### src/design/aarm_fifo.sv
// Small register-based queue used between the front and back ends and on the result side.
// Generic payload vector; depends on nothing.
`default_nettype none

module aarm_fifo #(
	parameter int WIDTH = 8,
	parameter int DEPTH = 2
) (
	input  logic             clk,
	input  logic             arst_n,
	input  logic             push,
	input  logic [WIDTH-1:0] wdata,
	output logic             full,
	input  logic             pop,
	output logic [WIDTH-1:0] rdata,
	output logic             empty
);

	localparam int AW = (DEPTH > 1) ? $clog2(DEPTH) : 1;
	localparam int CW = $clog2(DEPTH + 1);

	logic [WIDTH-1:0] mem_q [DEPTH];
	logic [AW-1:0]    wptr_q, rptr_q;
	logic [CW-1:0]    cnt_q;
	logic             do_push, do_pop;

	assign full    = (cnt_q == CW'(DEPTH));
	assign empty   = (cnt_q == '0);
	assign do_push = push && !full;
	assign do_pop  = pop && !empty;
	assign rdata   = mem_q[rptr_q];

	always_ff @(posedge clk or negedge arst_n) begin
		if (!arst_n) begin
			wptr_q <= '0;
			rptr_q <= '0;
			cnt_q  <= '0;
		end else begin
			if (do_push) begin
				wptr_q <= (wptr_q == AW'(DEPTH - 1)) ? '0 : wptr_q + 1'b1;
			end
			if (do_pop) begin
				rptr_q <= (rptr_q == AW'(DEPTH - 1)) ? '0 : rptr_q + 1'b1;
			end
			if (do_push && !do_pop) begin
				cnt_q <= cnt_q + 1'b1;
			end else if (do_pop && !do_push) begin
				cnt_q <= cnt_q - 1'b1;
			end
		end
	end

	always_ff @(posedge clk) begin
		if (do_push) begin
			mem_q[wptr_q] <= wdata;
		end
	end

endmodule

`default_nettype wire

### config.mk
export PLATFORM = sky130hd
export DESIGN_NAME = aarm_fifo
export DESIGN_NICKNAME = d
export VERILOG_FILES = /design/src/design/aarm_fifo.sv
export SDC_FILE = /design/constraint.sdc
export NUM_CORES = 1
export LEC_CHECK = 0
export BUFFER_PORTS_ARGS = -buffer_cell sky130_fd_sc_hd__buf_2
export CAP_MARGIN = 20
export CORE_ASPECT_RATIO = 0.75
export CORE_MARGIN = 3
export CORE_UTILIZATION = 35
export CTS_BUF_LIST = sky130_fd_sc_hd__clkbuf_2 sky130_fd_sc_hd__clkbuf_4 sky130_fd_sc_hd__clkbuf_8
export CTS_CLUSTER_DIAMETER = 120
export DETAILED_ROUTE_END_ITERATION = 8
export HOLD_SLACK_MARGIN = 0.15
export PLACE_DENSITY = 0.58
export SYNTH_ARGS = -nofsm -noshare
export SYNTH_HDL_FRONTEND = slang
export SYNTH_SLANG_ARGS = --single-unit
### constraint.sdc
create_clock -name clk -period 4.1 [get_ports clk]
set_clock_uncertainty 0.15 [all_clocks]
set_input_delay 0.205 -clock clk [delete_from_list [all_inputs] [get_ports clk]]
set_output_delay 0.205 -clock clk [all_outputs]
set_load 0.005 [all_outputs]
# [Yosys cells after proc, flatten, opt, wreduce, memory -nomap -nowiden]
# Memories as Yosys holds them, arrays and structs flattened.
# Index checks and enable logic that the tools add are counted.
[classes] eq_ne=1 reduce_logical=10 add_sub_neg=4 n_mux=6
[ops] cell="$logic_and 1x1->1" n=4
[ops] cell="$logic_not 1->1" n=4
[ops] cell="$mux 1" n=4
[ops] cell="$mux 2" n=2
[ops] cell="$add 1x1->1 const B" n=2
[ops] cell="$add 2x1->2 const B" n=1
[ops] cell="$eq 2x2->1 const B" n=1
[ops] cell="$logic_not 2->1" n=1
[ops] cell="$reduce_bool 2->1" n=1
[ops] cell="$sub 2x1->2 const B" n=1
[word_totals] in_bits=12 wordCells=25 mem_bits_rw=16 ff_bits=4 output_inout_bits=10 mem_count=1
[memory_table] memory="mem_q" depth=2 word_bits=8 read_ports=1 rd_clocked_by_memory_dff=0 wr=1 line_no="22" source="logic [WIDTH-1:0] mem_q [DEPTH];"

# [Logic depth before layout (Yosys ltp)]
[depth] depth_word=7 mapped_depth=7 mapped_depth_nobuf=7

# [Least setup slack after synthesis]
# Ideal clock, no wire load.
[synth_timing] path_kind="register to register" start="register cnt_q[0]" end="memory mem_q[0][0], enable pin" arrival_ns=1.022 stages_incl_launch_ff=4 slack_ns=2.558 setup_time_ns=0.370 n_path_buf=0 t_required_ns=3.580 synth_period_minus_slack_ns=1.542 path_cell_list="dfrtp_1 -> nand2b_1 -> nand2_2 -> nor2_1"
[synth_via] elab_chain_len=5
[synth_rtl] item="start, declared" line_no="24" source="logic [CW-1:0] cnt_q;"
[synth_rtl] item="start signal, assigned" line_no="46" source="cnt_q <= cnt_q + 1'b1;"
[synth_rtl] item="start signal, assigned" line_no="48" source="cnt_q <= cnt_q - 1'b1;"
[synth_rtl] item="$eq 2x2->1" line_no="27" source="assign full = (cnt_q == CW'(DEPTH));"
[synth_rtl] item="$logic_not 1->1" line_no="29" source="assign do_push = push && !full;"
[synth_rtl] item="$logic_and 1x1->1" line_no="29"
[synth_rtl] item="$mux 1" line_no="54" source="if (do_push) begin"
[synth_rtl] item="$mux 1 (not written as such)" line_no="55" source="mem_q[wptr_q] <= wdata;"
[synth_rtl] item="end, declared" line_no="22"
# Every way passes these cells.

# [Worst setup path after layout]
[layout_timing] start="register rptr_q" end="output rdata[2]"
[layout_via] elab_chain_len=1
[layout_rtl] item="start, declared" line_no="23" source="logic [AW-1:0] wptr_q, rptr_q;"
[layout_rtl] item="start signal, assigned" line_no="43" source="rptr_q <= (rptr_q == AW'(DEPTH - 1)) ? '0 : rptr_q + 1'b1;"
[layout_rtl] item="$mem_v2 2x8"
[layout_rtl] item="end, declared" line_no="15" source="output logic [WIDTH-1:0] rdata,"
# Every way passes these cells.

==> impl_results.md <==
* Complex-gate fraction of the synthesized area at 0.640%
* Max Transition Viols Final at 0
* Pin slew with the least headroom to its limit at 0.606 ns
* Wire per inst at 12.3 microns
* Net Sw Frac at 29.9%
* Largest net degree at the start of global routing at 12
* Synthesized instance count at 44
* Hold path startpoint: wptr_q$_DFFE_PN0N_
* VDD IR max at 0.224 mV
* Worst Hold Endpoint: wptr_q$_DFFE_PN0N_
* Worst setup margin at 2.34 ns
* Reg power frac at 53.6%
* Mapped Area at 782 sq um
* Endpoints failing hold at 0
* Max Freq at 0.569 GHz
* Worst EP required at 3.74 ns
* CP max stage delay at 0.61 ns
* Worst-path fanout max at 9
* Die ar. at 2840 sq um
* Crit. End Element: output port
* Die height at 46.9 microns
* Clk sinks at 20
* Vias in the first global route at 458
* Min Tclk post-route at 1.76 ns
* CTS clock-pin slew for the worst setup and hold paths at 0.10 ns
* Synth Area in Adders at 1.60%
* Worst R2R Start: cnt_q[0]$_DFFE_PN0P_
* Top-area cell type share of the netlist area at 61.4%
* Max-slew headroom at 59.5%
* H-tree levels at 1
* Final GP Congestion at 0.718
* Number of port buffers at 21
* Max Buffers Root-to-Sink at 2
* Critical Path AT at 1.40 ns
* Yosys top cell by area: edfxtp_1
* Outcome: finished, final reports clean
* Hold WS at 0.379 ns
* CTS root buf: clkbuf_4
* Top post-synthesis cells by area: edfxtp_1 61%, dfrtp_1 13%, mux2_1 8.6%
* Critical path cell sequence: mux2_2, buf_2
* Mean area per synthesized cell at 17.8 sq um
* Setup TNS at 0 ns
* Most common cell after layout, fill and taps aside: buf_2
* Core ar. at 2070 sq um
* Chip width at 60.6 microns
* DRT antenna net count at 0
* Power share of the combinational group at 32.1%
* Vias at 452
* Initial antenna violation count at 0
* Crit Path Category: flop to output port
* Yosys warning total at 0
* R2r setup slk at 2.40 ns
* Place WS at 2.40 ns
* I/O pins at 22
* Number of synthesized register bits at 20
* Max cap viols at 0
* Period utilization at 42.9%
* DRT Wirelength at 1280 microns
* Final setup vio count at 0
* CTS tree: done
* Remaining global-route overflow at 0
* Syn nets at 57
* Ant. Diodes at 0
* Critical Path Source Type: flop
* Rows at 14
* Clock Latency Late Sink at 0.29 ns
* Slowest cell on crit path: dfrtp_1
* Global-route wire length before repair at 2080 microns
* Post-synth cell types at 15
* Unrepaired setup endpoints after global routing: no
* First drt pass iteration count at 2
* Post-Synth XOR/XNOR Area at 6.56%
* DRC Markers at 0
* Reg-to-Reg End: mem_q[0][5]$_DFFE_PP_
* Layout area overhead at 35.4%
* Pleak at 0.440 nW
* Fraction of layout cells with a size suffix above 1 at 35.0%
* Clock power frac at 14.4%
* Mux cell area share after synthesis at 11.5%
* PostCTS Resize Cnt at 0
* Initial Utilization at 37.8%
* Main combinational cell family by area after synthesis: multiplexers
* Synth Area in Simple Gates at 3.84%
* Sequential area share after synthesis at 74.2%
* Power density over the cells at 580 nW/um^2
* Final Util at 51.2%
* GR Util All Layers at 10.8%
* Min-Delay Path Class: flop to flop
* Nets at 94
* Worst R2R Path Depth at 3
* Vias per cell at 4.35
* Hold depth at 1
* Initial drt markers at 6
* TritonCTS Buffers at 3
* Psw at 0.184 mW
* DP HPWL at 905 microns
* P_int at 0.430 mW
* Most frequent cells in the layout: 21 x buf_2, 16 x edfxtp_1, 12 x dlygate4sd3_1
what timing repair did:
item / CTS / global route
hold buffers: 12 / 0
endpoints found under the hold margin: 22 / 0
setup buffers: 0 / 0
synth_stat cells:
| cell type | number |
|---|---|
| ha_1 | 1 |
| mux2_1 | 6 |
| xor2_1 | 2 |
| nand2b_1 | 1 |
| edfxtp_1 | 16 |
| xnor2_2 | 1 |
| inv_1 | 2 |
| and3_1 | 1 |
| buf_2 | 1 |
| o21ai_1 | 1 |
| nand2_2 | 1 |
| nor2_1 | 3 |
| dfrtp_1 | 4 |
| xnor2_1 | 2 |
| mux2_2 | 2 |
how the worst max path moves through the flow:
stage                               startpoint  cells past startpoint                    end
after CTS                   rptr_q$_DFFE_PN0P_                      2               rdata[7]
after global placement    cnt_q[0]$_DFFE_PN0P_                      3  mem_q[0][6]$_DFFE_PP_
final                       rptr_q$_DFFE_PN0P_                      2               rdata[2]
after detailed placement  cnt_q[0]$_DFFE_PN0P_                      3  mem_q[0][1]$_DFFE_PP_
after floorplan           cnt_q[0]$_DFFE_PN0P_                      3  mem_q[0][0]$_DFFE_PP_
after global routing        rptr_q$_DFFE_PN0P_                      2               rdata[4]
metal layers:
layer / global-route usage (%) / vias to the layer above / part of all wire, %
met3: 5.77 / 0 / 7.1
li1: - / 231 / -
met4: 2.60 / 0 / 0
met5: 0 / - / 0
met1: 15.0 / 204 / 51
met2: 14.7 / 17 / 41
cells by family (layout without fill, tap and decap cells):
group | Yosys count | in the layout
muxes | 8 | 8
DFF | 20 | 20
AOI/OAI and AO/OA | 1 | 1
adders and majority gates | 1 | 1
xor gates and xnor gates | 5 | 5
and+or+nand+nor | 6 | 6
buffers and inverters | 3 | 39
through the flow:
step	area, sq um	std cells	total power, mW
final	1060	104	0.614
after global routing	1060	104	0.667
after detailed placement	912	88	0.525
after global placement	912	88	0.522
after floorplan	782	44	0.452
after CTS	1060	104	0.627
area by class of cell:
class                   instances  area, sq um
clock inverters                 1         3.75
well taps                      24         30.0
multi-input cells              21          189
flip-flops and latches         20          581
fillers                       199         1010
repair buffers                 33          225
clock buffers                   3         22.5
inverters                       2         7.51
registers in the layout, summed over array words and instances (netlist names):
name	cells
mem_q	16
wptr_q	1
cnt_q	2
rptr_q	1
critical path, delay by kind of cell, from the launching register on:
| family | cells | cell delay, ns |
|---|---|---|
| buffers and inverters | 1 | 0.12 |
| DFF | 1 | 0.61 |
| muxes | 1 | 0.38 |
power by group through the flow:
stage	logic, mW	clock network (mW)	registers, mW
after global routing	0.220	0.108	0.339
final	0.197	0.0883	0.329
after floorplan	0.142	0	0.309
after global placement	0.189	0	0.334
after CTS	0.201	0.0957	0.330
after detailed placement	0.191	0	0.334
No activity file was read; power rests on OpenSTA's default activity.
