$ cat src/design/aarm_pkg.sv
// Package for the axis-angle rotation matrix unit: shared types, fixed-point constants,
// the CORDIC arctangent table and the back-end state encoding. Depends on nothing.
`default_nettype none

package aarm_pkg;

	localparam int TRIG_MAX = 32;

	localparam logic signed [33:0] HALF_PI_Q30 = 34'sd1686629713;
	localparam logic signed [33:0] PI_Q30      = 34'sd3373259426;
	localparam logic signed [33:0] GAIN_Q30    = 34'sd652032874;
	localparam logic signed [31:0] ONE_Q30     = 32'sd1073741824;

	localparam logic [3:0] SQ_OPS  = 4'd3;
	localparam logic [3:0] MUL_OPS = 4'd15;
	localparam logic [3:0] OFS_OPS = 4'd9;

	typedef struct packed {
		logic signed [31:0] p1_x;
		logic signed [31:0] p1_y;
		logic signed [31:0] p1_z;
		logic [2:0]         neg;
		logic [2:0][32:0]   mag;
		logic [32:0]        big;
		logic               bad;
		logic signed [31:0] angle;
	} item_t;

	typedef struct packed {
		logic [1:0]         row_index;
		logic signed [31:0] m_col0;
		logic signed [31:0] m_col1;
		logic signed [31:0] m_col2;
		logic signed [31:0] offset;
		logic               last_row;
		logic               bad_axis;
	} row_t;

	typedef struct packed {
		logic               done;
		logic signed [31:0] cos_v;
		logic signed [31:0] sin_v;
	} trig_t;

	typedef enum logic [3:0] {
		B_IDLE, B_NORM, B_SQ, B_SQRT, B_DIV, B_TRIG, B_MUL, B_MAT, B_OFS, B_EMIT
	} back_state_t;

	function automatic logic [29:0] atan_q30(input logic [4:0] idx);
		logic [29:0] v;
		unique case (idx)
			5'd0:  v = 30'd843314856;
			5'd1:  v = 30'd497837829;
			5'd2:  v = 30'd263043836;
			5'd3:  v = 30'd133525158;
			5'd4:  v = 30'd67021686;
			5'd5:  v = 30'd33543515;
			5'd6:  v = 30'd16775850;
			5'd7:  v = 30'd8388437;
			5'd8:  v = 30'd4194282;
			5'd9:  v = 30'd2097149;
			5'd10: v = 30'd1048575;
			5'd11: v = 30'd524287;
			5'd12: v = 30'd262143;
			5'd13: v = 30'd131071;
			5'd14: v = 30'd65535;
			5'd15: v = 30'd32767;
			5'd16: v = 30'd16383;
			5'd17: v = 30'd8191;
			5'd18: v = 30'd4095;
			5'd19: v = 30'd2047;
			5'd20: v = 30'd1023;
			5'd21: v = 30'd511;
			5'd22: v = 30'd255;
			5'd23: v = 30'd127;
			5'd24: v = 30'd63;
			5'd25: v = 30'd31;
			5'd26: v = 30'd15;
			5'd27: v = 30'd7;
			5'd28: v = 30'd3;
			5'd29: v = 30'd1;
			default: v = 30'd0;
		endcase
		return v;
	endfunction

endpackage

`default_nettype wire

$ cat src/design/aarm_front.sv
// Front end: accepts a transaction, forms the axis direction and its magnitudes,
// and flags coincident points. Depends on aarm_pkg.
`default_nettype none

module aarm_front (
	input  logic               clk,
	input  logic               arst_n,
	input  logic               push,
	output logic               full,
	input  logic signed [31:0] p1_x,
	input  logic signed [31:0] p1_y,
	input  logic signed [31:0] p1_z,
	input  logic signed [31:0] p2_x,
	input  logic signed [31:0] p2_y,
	input  logic signed [31:0] p2_z,
	input  logic signed [31:0] turn_angle,
	input  logic               mid_full,
	output logic               mid_push,
	output aarm_pkg::item_t    mid_item
);
	import aarm_pkg::*;

	logic             valid_s1;
	item_t            item_s1;
	item_t            item_d;
	logic signed [32:0] d [3];
	logic [32:0]      mag [3];
	logic [32:0]      big01;

	always_comb begin
		d[0] = {p2_x[31], p2_x} - {p1_x[31], p1_x};
		d[1] = {p2_y[31], p2_y} - {p1_y[31], p1_y};
		d[2] = {p2_z[31], p2_z} - {p1_z[31], p1_z};
		for (int k = 0; k < 3; k++) begin
			mag[k] = d[k][32] ? unsigned'(33'sd0 - d[k]) : unsigned'(d[k]);
		end
		big01 = (mag[1] > mag[0]) ? mag[1] : mag[0];
		item_d.p1_x  = p1_x;
		item_d.p1_y  = p1_y;
		item_d.p1_z  = p1_z;
		item_d.neg   = {d[2][32], d[1][32], d[0][32]};
		item_d.mag   = {mag[2], mag[1], mag[0]};
		item_d.big   = (mag[2] > big01) ? mag[2] : big01;
		item_d.bad   = (item_d.big == '0);
		item_d.angle = turn_angle;
	end

	assign full     = valid_s1 && mid_full;
	assign mid_push = valid_s1 && !mid_full;
	assign mid_item = item_s1;

	always_ff @(posedge clk or negedge arst_n) begin
		if (!arst_n) begin
			valid_s1 <= 1'b0;
		end else if (!full) begin
			valid_s1 <= push;
		end
	end

	always_ff @(posedge clk) begin
		if (!full && push) begin
			item_s1 <= item_d;
		end
	end

endmodule

`default_nettype wire

$ cat config.mk
export PLATFORM = sky130hd
export DESIGN_NAME = aarm_front
export DESIGN_NICKNAME = d
export VERILOG_FILES = /design/src/design/aarm_pkg.sv /design/src/design/aarm_front.sv
export SDC_FILE = /design/constraint.sdc
export NUM_CORES = 1
export LEC_CHECK = 0
export ABC_AREA = 1
export BUFFER_PORTS_ARGS = -buffer_cell sky130_fd_sc_hd__buf_2
export CAP_MARGIN = 20
export CORE_UTILIZATION = 50
export CTS_BUF_LIST = sky130_fd_sc_hd__clkbuf_16
export CTS_CLUSTER_SIZE = 12
export DETAILED_ROUTE_END_ITERATION = 12
export PLACE_DENSITY = 0.85
export SLEW_MARGIN = 20
export SYNTH_ARGS = -nofsm -noshare
export SYNTH_HDL_FRONTEND = slang
export SYNTH_SLANG_ARGS = --single-unit
$ cat constraint.sdc
create_clock -name clk -period 34.9 [get_ports clk]
set_input_delay 5.235 -clock clk [delete_from_list [all_inputs] [get_ports clk]]
set_output_delay 5.235 -clock clk [all_outputs]
set_load 0.02 [all_outputs]
## After elaboration in Yosys (flattened, before gate mapping)

Index checks and enable logic that the tools add are counted.

| cells by class | value |
|---|---|
| $add $sub $neg | 6 |
| magnitude comparators | 2 |
| multiplexer cells | 5 |
| reductions and logical operators | 6 |

Operator list:

| kind | count |
|---|---|
| two-way mux 33 bit | 5 |
| subtractor 1 x 33 -> 33 bit, first input constant | 3 |
| subtractor 32 x 32 -> 33 bit | 3 |
| greater-than comparator 33 bit | 2 |
| zero test 33 bit | 1 |
| logical AND 1 bit | 3 |
| zero test 1 bit | 2 |

| storage, ports and cells | value |
|---|---|
| bits in registers | 265 |
| bits of input ports | 228 |

## Logic depth before layout (Yosys ltp)

Gate-level depths: netlist of run 1.

| depth | value |
|---|---|
| depth in word-level cells | 8 |
| gate-level depth with buffers | 55 |

## Least setup slack after synthesis of run 1

OpenSTA, ideal clock, no wires.

| path | value |
|---|---|
| kind | input to register |
| from | input port mid_full |
| to | register item_s1 (netlist bit mid_item[0]), enable pin |
| library setup time | 0.895 ns |
| arrival time | 16.362 ns |
| data required time | 34.005 ns |
| path slack | 17.644 ns |
| stages | 3 |
| path through | nand2_1 > inv_1 > nor2_1 |

| between the ends | value |
|---|---|
| cells in the longest elaborated chain, start to end | 3 |

Ends and longest elaborated chain:

| element | RTL line | RTL |
|---|---|---|
| start, declared | aarm_front.sv:17 | `input logic mid_full,` |
| logical AND 1 bit | aarm_front.sv:48 | `assign full = valid_s1 && mid_full;` |
| named net full | aarm_front.sv:9 | `output logic full,` |
| zero test 1 bit | aarm_front.sv:61 | `if (!full && push) begin` |
| logical AND 1 bit | aarm_front.sv:61 |  |
| end signal, assigned | aarm_front.sv:62 | `item_s1 <= item_d;` |
| end, declared | aarm_front.sv:24 | `item_t item_s1;` |

The timed path passes the listed nets, and every way through them passes these cells.
A chain may end at the register's enable or synchronous reset.

==> run_summary.xml, run 1 <==
<?xml version="1.0" encoding="UTF-8"?>
<metrics>
  <group name="status">
    <metric name="status" unit="">complete, no violations</metric>
  </group>
  <group name="sta">
    <metric name="final_min_period_over_clock_period" unit="">0.401</metric>
    <metric name="worstMarginPinSlew" unit="ns">1.03</metric>
    <metric name="worst_slack" unit="ns">20.91</metric>
    <metric name="whs" unit="ns">0.496</metric>
    <metric name="setup_violations" unit="">0</metric>
    <metric name="rsz0062_at_grt" unit="">false</metric>
    <metric name="relSlewSlack" unit="">0.309</metric>
    <metric name="fmaxAchievable" unit="MHz">71.5</metric>
    <metric name="worst_clock_skew" unit="ns">0.0146</metric>
    <metric name="final-max-slew-violation-count" unit="">0</metric>
    <metric name="hold_vio_cnt_final" unit="">0</metric>
    <metric name="setup_tns" unit="ns">0</metric>
    <metric name="period_minus_slack" unit="ns">13.99</metric>
  </group>
  <group name="routing">
    <metric name="routedWlPerCell" unit="um">16.6</metric>
    <metric name="num_vias" unit="">22196</metric>
    <metric name="drtPass1Iterations" unit="">6</metric>
    <metric name="final_antenna_net_count" unit="">0</metric>
    <metric name="met2RoutedLength" unit="um">34900</metric>
    <metric name="finalWirelength" unit="um">72000</metric>
    <metric name="detail_route.vias_per_cell" unit="">5.12</metric>
    <metric name="count_of_routing_violations_after_the_opening_detailed_route_iteration" unit="">1751</metric>
    <metric name="drc" unit="">0</metric>
    <metric name="met3RoutedLength" unit="um">6180</metric>
    <metric name="highest-signal-layer" unit="">met4</metric>
    <metric name="wirelength_met1" unit="um">27900</metric>
  </group>
  <group name="global_route">
    <metric name="grt_first_pass_wirelength" unit="um">110000</metric>
    <metric name="grt_overflow_total" unit="">0</metric>
    <metric name="grt.total_usage" unit="">0.313</metric>
    <metric name="antenna_violations_before_repair" unit="">4</metric>
    <metric name="grt_pass1_vias" unit="">20781</metric>
    <metric name="grt_max_degree" unit="">79</metric>
  </group>
  <group name="clocking">
    <metric name="clock_tree.root_cell" unit="">clkbuf_16</metric>
    <metric name="worstSkewPairLatency" unit="ns">0.62</metric>
    <metric name="postCtsSetupRepairBufs" unit="">0</metric>
    <metric name="cts-htree-levels" unit="">1</metric>
    <metric name="cts_max_path_buffers" unit="">3</metric>
    <metric name="cts.repair.resized" unit="">0</metric>
    <metric name="cts_tree" unit="">yes</metric>
    <metric name="clk_pin_slew_worst_paths" unit="ns">0.06</metric>
    <metric name="hold_fix_buffers_at_cts" unit="">0</metric>
    <metric name="number_of_cts_inserted_buffers" unit="">31</metric>
    <metric name="clock_net_sink_count" unit="">265</metric>
  </group>
  <group name="floorplan">
    <metric name="core_region_area" unit="um2">43500</metric>
    <metric name="die_w" unit="um">213</metric>
    <metric name="start_util" unit="">0.511</metric>
    <metric name="dieArea" unit="um2">45300</metric>
    <metric name="num_io_pins" unit="">494</metric>
    <metric name="placement_rows" unit="">76</metric>
    <metric name="die_height" unit="um">213</metric>
  </group>
  <group name="worst_setup_path">
    <metric name="timing.critical_path.from" unit="">p1_x[0]</metric>
    <metric name="worst_r2r_path_depth" unit="">6</metric>
    <metric name="crit_path_top_delay_cell" unit="">clkinv_1</metric>
    <metric name="capture_point_of_the_worst_reg_to_reg_path" unit="">mid_item[222]$_DFFE_PP_</metric>
    <metric name="path_class" unit="">in2reg</metric>
    <metric name="r2r_start" unit="">valid_s1$_DFFE_PN0N_</metric>
    <metric name="critPathArrivalTime" unit="ns">14.47</metric>
    <metric name="worstSetupStartpointType" unit="">primary input</metric>
    <metric name="path_max_fanout" unit="">39</metric>
    <metric name="critPathCaptureType" unit="">flip-flop</metric>
    <metric name="worst_setup_path_endpoint" unit="">mid_item[32]$_DFFE_PP_</metric>
    <metric name="timing.reg2reg.setup_slack" unit="ns">31.57</metric>
    <metric name="critPathRequiredTime" unit="ns">35.37</metric>
    <metric name="timing.critical_path.mode_cell" unit="">nand2_1</metric>
    <metric name="worst_stage_delay_on_the_critical_path" unit="ns">1.08</metric>
  </group>
  <group name="yosys">
    <metric name="synth_enable_flop_cells" unit="">264</metric>
    <metric name="syn_area" unit="um2">22200</metric>
    <metric name="synth-seq-cells" unit="">265</metric>
    <metric name="syn_nets" unit="">3611</metric>
    <metric name="yosys-top-cells-area" unit="">edfxtp_1, nand2_1, inv_1</metric>
    <metric name="synth_area_per_cell" unit="um2">6.91</metric>
    <metric name="synth_top_cell_by_area" unit="">edfxtp_1</metric>
    <metric name="synth_cells" unit="">3215</metric>
    <metric name="sequential_to_total_area_share_from_yosys_stat" unit="">0.358</metric>
    <metric name="ys_types" unit="">43</metric>
    <metric name="fraction_of_registers_with_async_set_reset" unit="">0.00377</metric>
    <metric name="ys.warnings.count" unit="">0</metric>
    <metric name="yosys_most_used_dff" unit="">edfxtp_1</metric>
    <metric name="synth.top_cell.area_share" unit="">0.357</metric>
  </group>
  <group name="placed_design">
    <metric name="dp_slack" unit="ns">20.66</metric>
    <metric name="post-dp-hpwl" unit="um">60200</metric>
    <metric name="gp_congestion" unit="">0.983</metric>
    <metric name="port_buffers" unit="">493</metric>
  </group>
  <group name="pwr">
    <metric name="power_switching_share" unit="">0.456</metric>
    <metric name="power_density_cells" unit="nW/um2">59.9</metric>
    <metric name="totalPowerFinal" unit="mW">1.58</metric>
    <metric name="seq_power_share" unit="">0.281</metric>
    <metric name="p_clk_frac" unit="">0.210</metric>
    <metric name="netSwitchingPower" unit="mW">0.719</metric>
    <metric name="power.internal" unit="mW">0.858</metric>
    <metric name="peakVddDrop" unit="mV">0.0402</metric>
    <metric name="share_comb_of_total_power" unit="">0.509</metric>
    <metric name="power.static_leakage" unit="nW">14.4</metric>
  </group>
  <group name="finish">
    <metric name="final_common_cell" unit="">nand2_1</metric>
    <metric name="syn2layout_area_growth" unit="%">18.5</metric>
    <metric name="final_nets" unit="">4118</metric>
    <metric name="commonest_non_fill_non_tap_cells_in_the_layout" unit="">nand2_1, inv_1, buf_2, nand3_1, edfxtp_1</metric>
    <metric name="final.fill_count" unit="">4065</metric>
    <metric name="final_core_util" unit="">0.606</metric>
    <metric name="drive_gt1_frac" unit="">0.182</metric>
  </group>
  <group name="run">
    <metric name="max_cap_violations" unit="">0</metric>
  </group>
  <group name="worst_hold_path">
    <metric name="timing.hold.worst.class" unit="">reg2reg</metric>
  </group>
</metrics>
kinds of logic (layout without fill, tap and decap cells):
logic type	count (synthesis)	after routing	synth area share
AO/OA/AOI/OAI	194	194	0.0480
XOR/XNOR	42	42	0.0172
adder cells (fa/ha/maj)	168	168	0.0956
buffers and inverters	654	1186	0.115
flip-flops	265	265	0.358
other	0	5	0
AND/OR/NAND/NOR	1892	1892	0.367
layer usage:
layer / track usage / vias to the layer above
met4: 0.123 / 0
li1: - / 11193
met3: 0.0656 / 166
met2: 0.553 / 903
met1: 0.368 / 9934
met5: 0 / -
power groups by stage:
stage                     combinational [mW]  clock (mW)  sequential [mW]
final                                  0.802       0.331            0.444
after global routing                   0.892       0.347            0.447
after CTS                              0.790       0.335            0.443
after detailed placement               0.786           0            0.449
after global placement                 0.774           0            0.449
after floorplan                        0.487           0            0.509
how the worst min path moves through the flow:
| stage | start | end | slack [ns] | cells past startpoint |
|---|---|---|---|---|
| after floorplan | valid_s1$_DFFE_PN0N_ | valid_s1$_DFFE_PN0N_ | 0.46 | 2 |
| after global placement | valid_s1$_DFFE_PN0N_ | valid_s1$_DFFE_PN0N_ | 0.48 | 2 |
| after detailed placement | valid_s1$_DFFE_PN0N_ | valid_s1$_DFFE_PN0N_ | 0.48 | 2 |
| after CTS | valid_s1$_DFFE_PN0N_ | valid_s1$_DFFE_PN0N_ | 0.50 | 2 |
| after global routing | valid_s1$_DFFE_PN0N_ | valid_s1$_DFFE_PN0N_ | 0.52 | 2 |
| final | valid_s1$_DFFE_PN0N_ | valid_s1$_DFFE_PN0N_ | 0.50 | 2 |
registers in the layout, indices dropped and copies added (netlist names):
| name | cells |
|---|---|
| mid_item | 264 |
| valid_s1 | 1 |
worst max-delay path: cells and delay by family:
family	cells	cell delay, ns
AO/OA/AOI/OAI	3	0.53
buffers and inverters	7	2.01
adder cells (fa/ha/maj)	4	1.23
AND/OR/NAND/NOR	28	5.40
cell usage after synthesis, types with 27 or more instances:
master and instances:
a21oi_1 102, edfxtp_1 264, ha_1 165, inv_1 617
nand2_1 1168, nand2_2 58, nand3_1 266, nand4_1 48
nor2_1 224, nor2_2 27, o21ai_0 45, xor2_1 35
metrics by stage:
step	area, um2	cells
global route	26300	4336
detailed placement	25300	4274
global placement	25300	4274
CTS	26300	4332
floorplan	22200	3215
finish	26300	4337
final cells by class:
type | instances | area, um2 | area share
Clock inverter | 27 | 251 | 0.00955
Antenna cell | 5 | 12.5 | 0.000475
Timing Repair Buffer | 501 | 2530 | 0.0960
Multi-Input combinational cell | 2296 | 11700 | 0.445
Sequential cell | 265 | 7950 | 0.302
Tap cell | 585 | 732 | 0.0278
Inverter | 627 | 2350 | 0.0894
Clock buffer | 31 | 776 | 0.0295
(Power assumes the default switching activity.)
==> run 2, diff against run 1 <==
clock period = 13.15 ns   (was 34.9 ns; I/O delays follow)
==> run 2 against run 1 <==
Net effect: register-to-register slack worse by 22 ns; via count is 0.31% lower; clock skew hardly changed; utilization is 0.17 points lower; flip-flop and latch count stayed put; critical path depth is 4 higher; first-iteration DRC count is 2.1% higher; count of clock-buffer cells in the layout stayed put; die area stayed put; hold slack worse by 0.0039 ns; non-clock buffer count is 1 lower.
==> run_summary.xml, run 2 (synthesized netlist as in run 1, its figures left out) <==
<?xml version="1.0" encoding="UTF-8"?>
<metrics>
  <group name="worst_hold_path">
    <metric name="min_delay_path_depth" unit="">2</metric>
    <metric name="hp-start" unit="">valid_s1$_DFFE_PN0N_</metric>
    <metric name="timing.hold.worst.class" unit="">reg2reg</metric>
    <metric name="hold_path_end" unit="">valid_s1$_DFFE_PN0N_</metric>
  </group>
  <group name="sta">
    <metric name="hold_vio_cnt_final" unit="">0</metric>
    <metric name="period_minus_slack" unit="ns">10.61</metric>
    <metric name="fmaxAchievable" unit="MHz">94.3</metric>
    <metric name="whs" unit="ns">0.492</metric>
    <metric name="worst_slack" unit="ns">2.54</metric>
    <metric name="setup_tns" unit="ns">0</metric>
    <metric name="relSlewSlack" unit="">0.331</metric>
    <metric name="final-max-slew-violation-count" unit="">0</metric>
    <metric name="worst_clock_skew" unit="ns">0.0149</metric>
    <metric name="setup_violations" unit="">0</metric>
    <metric name="worstMarginPinSlew" unit="ns">0.998</metric>
    <metric name="final_min_period_over_clock_period" unit="">0.807</metric>
    <metric name="rsz0062_at_grt" unit="">false</metric>
  </group>
  <group name="placed_design">
    <metric name="placedInstanceArea" unit="um2">25300</metric>
    <metric name="gp_congestion" unit="">0.989</metric>
    <metric name="port_buffers" unit="">493</metric>
    <metric name="post-dp-hpwl" unit="um">59800</metric>
    <metric name="dp_slack" unit="ns">2.15</metric>
  </group>
  <group name="clocking">
    <metric name="postCtsSetupRepairBufs" unit="">0</metric>
    <metric name="clock_tree.root_cell" unit="">clkbuf_16</metric>
    <metric name="clk_pin_slew_worst_paths" unit="ns">0.06</metric>
    <metric name="number_of_cts_inserted_buffers" unit="">31</metric>
    <metric name="cts-htree-levels" unit="">1</metric>
    <metric name="cts.repair.resized" unit="">0</metric>
    <metric name="hold_fix_buffers_at_cts" unit="">0</metric>
    <metric name="cts_max_path_buffers" unit="">3</metric>
    <metric name="cts_tree" unit="">yes</metric>
    <metric name="clock_net_sink_count" unit="">265</metric>
    <metric name="worstSkewPairLatency" unit="ns">0.62</metric>
  </group>
  <group name="routing">
    <metric name="count_of_routing_violations_after_the_opening_detailed_route_iteration" unit="">1788</metric>
    <metric name="finalWirelength" unit="um">71900</metric>
    <metric name="drc" unit="">0</metric>
    <metric name="routedWlPerCell" unit="um">16.6</metric>
    <metric name="num_vias" unit="">22128</metric>
    <metric name="final_antenna_net_count" unit="">0</metric>
    <metric name="drtPass1Iterations" unit="">9</metric>
    <metric name="detail_route.vias_per_cell" unit="">5.11</metric>
  </group>
  <group name="finish">
    <metric name="final.fill_count" unit="">4089</metric>
    <metric name="largest_register_ffs" unit="">264</metric>
    <metric name="commonest_non_fill_non_tap_cells_in_the_layout" unit="">nand2_1, inv_1, buf_2, nand3_1, edfxtp_1</metric>
    <metric name="fin_area" unit="um2">26300</metric>
    <metric name="final_nets" unit="">4117</metric>
    <metric name="drive_gt1_frac" unit="">0.181</metric>
    <metric name="syn2layout_area_growth" unit="%">18.2</metric>
    <metric name="final_common_cell" unit="">nand2_1</metric>
  </group>
  <group name="floorplan">
    <metric name="num_io_pins" unit="">494</metric>
    <metric name="die_height" unit="um">213</metric>
    <metric name="dieArea" unit="um2">45300</metric>
    <metric name="placement_rows" unit="">76</metric>
    <metric name="die_w" unit="um">213</metric>
    <metric name="start_util" unit="">0.511</metric>
    <metric name="core_region_area" unit="um2">43500</metric>
  </group>
  <group name="global_route">
    <metric name="grt_max_degree" unit="">77</metric>
    <metric name="antenna_violations_before_repair" unit="">2</metric>
    <metric name="grt_pass1_vias" unit="">20599</metric>
    <metric name="grt_first_pass_wirelength" unit="um">108000</metric>
    <metric name="grt_overflow_total" unit="">0</metric>
    <metric name="grt.total_usage" unit="">0.311</metric>
  </group>
  <group name="pwr">
    <metric name="totalPowerFinal" unit="mW">4.15</metric>
    <metric name="power.static_leakage" unit="nW">14.4</metric>
    <metric name="peakVddDrop" unit="mV">0.114</metric>
    <metric name="power_density_cells" unit="nW/um2">158</metric>
  </group>
  <group name="worst_setup_path">
    <metric name="r2r_start" unit="">valid_s1$_DFFE_PN0N_</metric>
    <metric name="crit_path_top_delay_cell" unit="">clkinv_1</metric>
    <metric name="critPathRequiredTime" unit="ns">13.62</metric>
    <metric name="worstSetupStartpointType" unit="">primary input</metric>
    <metric name="timing.reg2reg.setup_slack" unit="ns">9.79</metric>
    <metric name="critPathArrivalTime" unit="ns">11.07</metric>
    <metric name="critPathCaptureType" unit="">flip-flop</metric>
    <metric name="worst_r2r_path_depth" unit="">6</metric>
    <metric name="path_class" unit="">in2reg</metric>
    <metric name="timing.critical_path.mode_cell" unit="">nand2_1</metric>
    <metric name="path_max_fanout" unit="">39</metric>
    <metric name="capture_point_of_the_worst_reg_to_reg_path" unit="">mid_item[44]$_DFFE_PP_</metric>
    <metric name="worst_stage_delay_on_the_critical_path" unit="ns">0.85</metric>
  </group>
  <group name="run">
    <metric name="max_cap_violations" unit="">0</metric>
  </group>
  <group name="status">
    <metric name="status" unit="">complete, no violations</metric>
  </group>
</metrics>
run 2: how the worst max path moves through the flow:
stage                        start  slack [ns]                      to
after detailed placement   p1_y[0]        2.15  mid_item[32]$_DFFE_PP_
after floorplan           mid_full        3.64   mid_item[0]$_DFFE_PP_
after global routing       p1_x[0]        1.73  mid_item[32]$_DFFE_PP_
after global placement     p1_y[0]        2.46  mid_item[32]$_DFFE_PP_
after CTS                  p1_x[0]        2.78  mid_item[32]$_DFFE_PP_
final                      p1_x[0]        2.54  mid_item[32]$_DFFE_PP_
run 2: metal layers:
metal | GRT usage | vias up | wire [um]
li1 | - | 11185 | -
met1 | 0.373 | 9873 | 28600
met2 | 0.548 | 919 | 34600
met3 | 0.0619 | 149 | 5970
met4 | 0.111 | 2 | 2770
met5 | 0 | - | 13
run 2: where the power goes:
group | total, mW | internal, mW | switching, mW
logic | 2.14 | 0.640 | 1.50
registers | 1.18 | 1.13 | 0.0465
clock network | 0.834 | 0.467 | 0.367
total | 4.15 | 2.24 | 1.91
run 2: worst max-delay path: cells and delay by family:
| kind | cells | cell delay, ns |
|---|---|---|
| adders and majority gates | 4 | 1.28 |
| xor gates and xnor gates | 1 | 0.36 |
| buffers and inverters | 6 | 2.32 |
| AOI/OAI and AO/OA | 4 | 0.56 |
| and+or+nand+nor | 31 | 4.56 |
run 2: metrics by stage:
step           cells  utilization
2_1_floorplan   3215            -
6_report        4332        0.604
3_5_place_dp    4273        0.582
3_3_place_gp    4273        0.582
5_1_grt         4332        0.604
4_1_cts         4331        0.604
run 2: cell type report:
class                           instances  area (um2)  share of cell area
Sequential cell                       265        7950               0.303
Antenna cell                            1        2.50           0.0000953
Clock buffer                           31         776              0.0295
Tap cell                              585         732              0.0279
Clock inverter                         27         194             0.00738
Multi-Input combinational cell       2296       11700               0.447
Inverter                              627        2350              0.0896
Timing Repair Buffer                  500        2520              0.0960
